$ cat config.mk
export PLATFORM = sky130hd
export DESIGN_NAME = fcc_frame_core_flat
export DESIGN_NICKNAME = d
export VERILOG_FILES = /design/src/design/fcc_pkg.sv /design/src/design/fcc_in_if.sv /design/src/design/fcc_frame_core.sv /design/src/flat_wrapper.sv
export VERILOG_INCLUDE_DIRS = /design/src /design/src/design
export SDC_FILE = /design/constraint.sdc
export NUM_CORES = 1
export LEC_CHECK = 0
export ABC_AREA = 0
export ABC_CLOCK_PERIOD_IN_PS = 11900
export BUFFER_PORTS_ARGS = -buffer_cell sky130_fd_sc_hd__buf_2
export CAP_MARGIN = 20
export CORE_ASPECT_RATIO = 0.9
export CORE_MARGIN = 2
export CORE_UTILIZATION = 45
export DETAILED_ROUTE_END_ITERATION = 8
export PLACE_DENSITY = 0.74
export SYNTH_ARGS = -nofsm -noshare
export SYNTH_HDL_FRONTEND = slang
export SYNTH_SLANG_ARGS = --single-unit
$ cat constraint.sdc
create_clock -name clk -period 11.9 [get_ports clk]
set_input_delay 2.38 -clock clk [delete_from_list [all_inputs] [get_ports clk]]
set_output_delay 2.38 -clock clk [all_outputs]
set_load 0.02 [all_outputs]
$ cat src/design/assert_macros.svh
// ----------------------------------------------------------------------------
// Assertion macros
// Shared concurrent assertion forms for the frame CRC checker.
// ----------------------------------------------------------------------------
`ifndef ASSERT_MACROS_SVH
`define ASSERT_MACROS_SVH

// Checked on every clock edge outside reset.
`define FCC_ASSERT(label, prop, msg) \
    label: assert property (@(posedge clk) disable iff (!rst_n) prop) else $error(msg);

// Checked on every clock edge, reset included.
`define FCC_ASSERT_NR(label, prop, msg) \
    label: assert property (@(posedge clk) prop) else $error(msg);

`endif

$ cat src/design/fcc_pkg.sv
// ----------------------------------------------------------------------------
// Frame CRC checker package
// Types, constants and the byte-wide CRC-16 update shared by the modules.
// ----------------------------------------------------------------------------
package fcc_pkg;

    typedef logic [16:0] idx_t;

    localparam idx_t        HDR_BYTES  = 17'd8;
    localparam idx_t        HDR_LEN_LO = 17'd6;
    localparam idx_t        HDR_LEN_HI = 17'd7;
    localparam logic [15:0] CRC_INIT   = 16'hFFFF;
    localparam logic [15:0] CRC_POLY   = 16'h1021;
    localparam logic [15:0] CRC_TOP    = 16'h8000;
    localparam logic [15:0] LIMIT_RST  = 16'd255;
    localparam logic [7:0]  MAGIC_RST  = 8'd0;

    typedef enum logic [1:0] {
        PH_IDLE,
        PH_HEADER,
        PH_PAYLOAD,
        PH_TRAILER
    } phase_t;

    typedef enum logic [1:0] {
        ST_VALID,
        ST_BAD_MAGIC,
        ST_LEN_OVER,
        ST_CRC_MISMATCH
    } status_t;

    typedef enum logic {
        REG_SYNC_MAGIC,
        REG_PAYLOAD_LIMIT
    } cfg_reg_t;

    typedef struct packed {
        logic [7:0]  sync_magic;
        logic [15:0] payload_limit;
    } cfg_t;

    typedef struct packed {
        status_t     status;
        logic [15:0] declared_length;
        logic [15:0] computed_crc;
        logic [15:0] received_crc;
    } result_t;

    // CRC-16/CCITT-FALSE, one byte, MSB first
    function automatic logic [15:0] crc_byte(input logic [15:0] crc_in,
                                             input logic [7:0]  data);
        logic [15:0] c;
        c = crc_in ^ {data, 8'h00};
        for (int k = 0; k < 8; k++)
        begin
            if ((c & CRC_TOP) != 16'h0000)
                c = (c << 1) ^ CRC_POLY;
            else
                c = c << 1;
        end
        return c;
    endfunction

endpackage

$ cat src/design/fcc_in_if.sv
// ----------------------------------------------------------------------------
// Byte input channel
// Valid/ready channel carrying one received frame byte per item.
// ----------------------------------------------------------------------------
interface fcc_in_if;
    logic       valid;
    logic       ready;
    logic [7:0] rx_byte;
    logic       frame_start;

    modport source (output valid, output rx_byte, output frame_start, input ready);
    modport sink   (input valid, input rx_byte, input frame_start, output ready);
endinterface

$ cat src/design/fcc_frame_core.sv
// ----------------------------------------------------------------------------
// Frame checker core
// Input register, frame parser state and byte-wide CRC update.
// ----------------------------------------------------------------------------
`include "assert_macros.svh"

module fcc_frame_core (
    input  logic             clk,
    input  logic             rst_n,
    fcc_in_if.sink           rx,
    input  fcc_pkg::cfg_t    cfg_q,
    input  logic             out_room,
    output logic             res_valid,
    output fcc_pkg::result_t res_data
);
    import fcc_pkg::*;

    logic        s1_valid_reg;
    logic [7:0]  s1_byte_reg;
    logic        s1_start_reg;
    logic        s1_adv;

    phase_t      phase_reg,  phase_next;
    idx_t        idx_reg,    idx_next;
    logic [15:0] crc_reg,    crc_next;
    logic [15:0] len_reg,    len_next;
    logic [7:0]  tlow_reg,   tlow_next;

    phase_t      ph_e;
    idx_t        idx_e;
    logic [15:0] crc_e;
    logic [15:0] len_e;
    logic [7:0]  tlow_e;
    idx_t        idx_inc;
    idx_t        frame_end;
    idx_t        frame_end_reg;
    logic [15:0] rcrc;
    logic        emit;

    // input register
    assign s1_adv   = s1_valid_reg && (out_room || !emit);
    assign rx.ready = !s1_valid_reg || s1_adv;

    always_ff @(posedge clk or negedge rst_n)
    begin
        if (!rst_n)
            s1_valid_reg <= 1'b0;
        else if (rx.ready)
            s1_valid_reg <= rx.valid;
    end

    always_ff @(posedge clk or negedge rst_n)
    begin
        if (!rst_n)
        begin
            s1_byte_reg  <= 8'h00;
            s1_start_reg <= 1'b0;
        end
        else if (rx.ready && rx.valid)
        begin
            s1_byte_reg  <= rx.rx_byte;
            s1_start_reg <= rx.frame_start;
        end
    end

    // frame start restarts the parser
    always_comb
    begin
        ph_e   = s1_start_reg ? PH_HEADER : phase_reg;
        idx_e  = s1_start_reg ? '0        : idx_reg;
        crc_e  = s1_start_reg ? CRC_INIT  : crc_reg;
        len_e  = s1_start_reg ? 16'h0000  : len_reg;
        tlow_e = s1_start_reg ? 8'h00     : tlow_reg;
    end

    assign idx_inc       = idx_e + 17'd1;
    assign frame_end     = HDR_BYTES + {1'b0, len_e};
    assign frame_end_reg = HDR_BYTES + {1'b0, len_reg};
    assign rcrc          = {s1_byte_reg, tlow_e};

    always_comb
    begin
        phase_next = ph_e;
        idx_next   = idx_e;
        crc_next   = crc_e;
        len_next   = len_e;
        tlow_next  = tlow_e;
        emit       = 1'b0;
        res_data   = '{status: ST_VALID, declared_length: 16'h0000,
                       computed_crc: crc_e, received_crc: 16'h0000};
        unique case (ph_e)
            PH_IDLE:
            begin
            end
            PH_HEADER:
            begin
                crc_next              = crc_byte(crc_e, s1_byte_reg);
                res_data.computed_crc = crc_next;
                if (idx_e == '0 && s1_byte_reg != cfg_q.sync_magic)
                begin
                    emit            = 1'b1;
                    res_data.status = ST_BAD_MAGIC;
                    phase_next      = PH_IDLE;
                end
                else
                begin
                    if (idx_e == HDR_LEN_LO)
                        len_next = {8'h00, s1_byte_reg};
                    else if (idx_e == HDR_LEN_HI)
                        len_next = {s1_byte_reg, len_e[7:0]};
                    idx_next = idx_inc;
                    if (idx_inc == HDR_BYTES)
                    begin
                        if (len_next > cfg_q.payload_limit)
                        begin
                            emit                     = 1'b1;
                            res_data.status          = ST_LEN_OVER;
                            res_data.declared_length = len_next;
                            phase_next               = PH_IDLE;
                        end
                        else if (len_next == 16'h0000)
                            phase_next = PH_TRAILER;
                        else
                            phase_next = PH_PAYLOAD;
                    end
                end
            end
            PH_PAYLOAD:
            begin
                crc_next = crc_byte(crc_e, s1_byte_reg);
                idx_next = idx_inc;
                if (idx_inc == frame_end)
                    phase_next = PH_TRAILER;
            end
            PH_TRAILER:
            begin
                idx_next = idx_inc;
                if (idx_e == frame_end)
                    tlow_next = s1_byte_reg;
                else
                begin
                    emit                     = 1'b1;
                    res_data.status          = (rcrc == crc_e) ? ST_VALID : ST_CRC_MISMATCH;
                    res_data.declared_length = len_e;
                    res_data.received_crc    = rcrc;
                    phase_next               = PH_IDLE;
                end
            end
        endcase
    end

    assign res_valid = s1_adv && emit;

    always_ff @(posedge clk or negedge rst_n)
    begin
        if (!rst_n)
        begin
            phase_reg <= PH_IDLE;
            idx_reg   <= '0;
            crc_reg   <= CRC_INIT;
            len_reg   <= 16'h0000;
            tlow_reg  <= 8'h00;
        end
        else if (s1_adv)
        begin
            phase_reg <= phase_next;
            idx_reg   <= idx_next;
            crc_reg   <= crc_next;
            len_reg   <= len_next;
            tlow_reg  <= tlow_next;
        end
    end

    `FCC_ASSERT(core_idle_silent, (s1_valid_reg && phase_reg == PH_IDLE && !s1_start_reg) |-> !emit, "byte outside a frame produced a result")
    `FCC_ASSERT(core_emit_ends_frame, res_valid |=> (phase_reg == PH_IDLE), "frame not closed after its result")
    `FCC_ASSERT(core_payload_range, (phase_reg == PH_PAYLOAD) |-> (idx_reg >= HDR_BYTES && idx_reg < frame_end_reg), "byte index outside payload")

endmodule

$ cat src/flat_wrapper.sv
// flat-port wrapper written by rule: the top's interface ports become plain ports
module fcc_frame_core_flat import fcc_pkg::*;
  (clk, rst_n, cfg_q, out_room, res_valid, res_data, rx_valid, rx_rx_byte, rx_frame_start, rx_ready);
  fcc_in_if rx_i ();
  input  logic clk;
  input  logic rst_n;
  input  fcc_pkg::cfg_t cfg_q;
  input  logic out_room;
  output logic res_valid;
  output fcc_pkg::result_t res_data;
  input wire logic [$bits(rx_i.valid)-1:0] rx_valid;
  input wire logic [$bits(rx_i.rx_byte)-1:0] rx_rx_byte;
  input wire logic [$bits(rx_i.frame_start)-1:0] rx_frame_start;
  output wire logic [$bits(rx_i.ready)-1:0] rx_ready;
  assign rx_i.valid = rx_valid;
  assign rx_i.rx_byte = rx_rx_byte;
  assign rx_i.frame_start = rx_frame_start;
  assign rx_ready = rx_i.ready;
  fcc_frame_core u_core (.clk(clk), .rst_n(rst_n), .rx(rx_i), .cfg_q(cfg_q), .out_room(out_room), .res_valid(res_valid), .res_data(res_data));
endmodule
==> impl_metrics.json <==
{
  "postCtsSetupBuffers": 0,
  "ys_ff_latch": 69,
  "gp_congestion": 0.931,
  "cts_buffers": 9,
  "power_leakage_nw": 3.17,
  "ys.warnings.count": 0,
  "grt_max_degree": 70,
  "overflow": 0,
  "power_density_nw_per_um2": 162,
  "synthArstFlopShare_pct": 100,
  "nFillCells": 1409,
  "track_usage_pct": 26.0,
  "synth-compound-area-share_pct": 24.3,
  "synth_xor_area_share_pct": 9.73,
  "fin_area_um2": 7360,
  "die_width_um": 132,
  "rr_worst_depth": 17,
  "critPathMaxFanout": 56,
  "io_pins": 89,
  "fin_tns_setup_ps": 0,
  "synth_cell_types": 78,
  "startpoint_type": "flip-flop",
  "start_util_pct": 45.5,
  "regToRegStartpoint": "u_core.s1_start_reg",
  "fmax_mhz": 125,
  "clkLatencyLatePin_ps": 350,
  "area_growth_pct": 11.2,
  "drt-vias-per-instance": 6.33,
  "die_h_um": 119,
  "power.switching_mw": 0.553,
  "synth_edf_count": 0,
  "antenna_found_initial": 0,
  "swShare_pct": 46.4,
  "synth_fa_ha_area_share_pct": 4.16,
  "critPathLaunch": "u_core.s1_start_reg",
  "synthSimpleGateAreaFrac_pct": 24.9,
  "numPortBuffers": 88,
  "post_drt_wl_per_cell_um": 19.6,
  "vdd.ir_drop.worst_uv": 112,
  "maxSlewViolCount": 0,
  "htree_num_levels": 3,
  "p_int_mw": 0.639,
  "dr.pass1.iters": 7,
  "root_buffer": "clkbuf_16",
  "mappedNetlistArea_um2": 6620,
  "n_antenna_cell": 0,
  "setup_viol": 0,
  "skew_ps": 9.26,
  "final_common_cell": "buf_2",
  "hpwl_mm": 14.1,
  "fin_crit_sh_pct": 67.0,
  "wl_mm": 20.7,
  "postSynthAreaPerCell_um2": 8.07,
  "largest_reg_flops": 17,
  "rsz0062_at_grt": "no",
  "hold_buffers": 0,
  "rows": 42,
  "clkPwrFrac_pct": 22.8,
  "synth_mux_area_share_pct": 4.06,
  "syn_inst": 821,
  "outcome": "finished, final reports clean",
  "clk_transition_reported_paths_ps": 70,
  "seqPwrFrac_pct": 30.3,
  "worstPathArrival_ps": 5600,
  "relSlewSlack_pct": 29.5,
  "period_needed_ps": 7980,
  "drc": 0,
  "die_area_um2": 15700,
  "cts_buffer_depth": 2,
  "holdCritPathClass": "flip-flop to flip-flop",
  "drtIter0Drc": 695,
  "final_hold_viol_count": 0,
  "placed_area_um2": 7080,
  "most-common-layout-cells": "buf_2, nor2_1, nand2_1, dfrtp_1, xnor2_1",
  "grt_pass1_wl_mm": 32.9,
  "coreArea_um2": 14600,
  "synth_nets": 880,
  "ys_seq_area_share_pct": 26.4,
  "grt_pass1_vias": 6209,
  "crit_required_ps": 9520,
  "ant_nets": 0,
  "vias": 6682,
  "drive_above_1_share_pct": 19.0,
  "drv_cap": 0,
  "min_path_cells": 1,
  "nets": 912,
  "critPathCaptureType": "primary output",
  "synth_ff_type": "dfrtp_1",
  "cts_tree": "yes",
  "combinationalPowerShare_pct": 46.9,
  "cts-resized-gates": 0,
  "cts.sinks": 69,
  "synth_top_family_by_area": "simple AND/OR/NAND/NOR gates",
  "tightest_slew_ps": 1050,
  "min_from": "u_core.phase_reg[1]",
  "critPathKind": "flip-flop to primary output"
}
-- routing by layer --
layer / wire length, µm / up-vias / global-route usage (%) / part of all wire [%]
met1: 9130 / 3125 / 37.1 / 44
met4: 498 / 0 / 10.3 / 2.4
met3: 1980 / 48 / 5.32 / 9.6
met5: 0 / - / 0 / 0
li1: - / 3105 / - / -
met2: 9050 / 404 / 38.4 / 44
-- worst max-delay path: stages, from the launching register on --
cell,delay [ps]
dfrtp_2,790
buf_4,590
nor2b_1,110
ha_1,220
nand3_1,90
nor4_2,50
buf_4,210
a21oi_1,400
ha_1,190
nand4_1,120
nor4_1,380
a21boi_0,240
o31a_1,290
and3_1,320
o31a_1,860
nor3_1,120
buf_2,210
-- cell usage after synthesis, types with 22 or more instances --
master / count / share of area [%]
a21oi_1: 38 / 2.9
a22o_1: 27 / 3.6
and3_1: 22 / 2.1
clkbuf_1: 50 / 2.8
dfrtp_1: 53 / 20
ha_1: 22 / 4.2
inv_1: 26 / 1.5
nand2_1: 53 / 3.0
nor2_1: 81 / 4.6
nor3_1: 22 / 1.7
nor4_1: 27 / 2.6
o21ai_0: 30 / 2.3
xnor2_1: 48 / 6.3
xor2_1: 23 / 3.0
-- power groups by stage --
stage	sequential (mW)	clock, mW	combinational, mW
floorplan	0.321	0	0.436
global placement	0.361	0	0.547
detailed placement	0.361	0	0.552
CTS	0.358	0.271	0.555
global route	0.366	0.282	0.607
finish	0.362	0.272	0.558
-- kinds of logic after synthesis --
group | Yosys count
buffers and inverters | 103
and+or+nand+nor | 311
xor gates and xnor gates | 72
adders and majority gates | 22
DFF | 69
AOI/OAI and AO/OA | 219
muxes | 25
-- per-stage QoR --
step	total power, mW	util [%]	cells	hold slack, ps	setup slack (ps)
after floorplan	0.757	-	821	456	3620
after global placement	0.908	48.6	1040	476	4290
after detailed placement	0.913	48.6	1040	481	4240
after CTS	1.18	50.6	1056	500	4040
after global routing	1.26	50.6	1056	512	3600
final	1.19	50.6	1056	505	3920
-- worst paths after layout --
check                      slack (ps)                   to
setup / recovery                 3920            res_valid
hold / removal                    500  u_core.phase_reg[1]
setup reg to reg                 6080   u_core.tlow_reg[2]
hold reg to reg                   500  u_core.phase_reg[1]
max in group asynchronous        8960  u_core.s1_start_reg
min in group asynchronous        2240   u_core.idx_reg[15]
-- final cells by class --
class	count	area, µm²	area share (%)
inverters	27	101	1.38
well taps	198	248	3.36
clock inverters	7	62.6	0.849
clock buffers	9	225	3.06
repair buffers	97	508	6.90
flip-flops and latches	69	1750	23.7
multi-input cells	649	4470	60.7
Note: power is estimated with default switching activity, not from simulation.
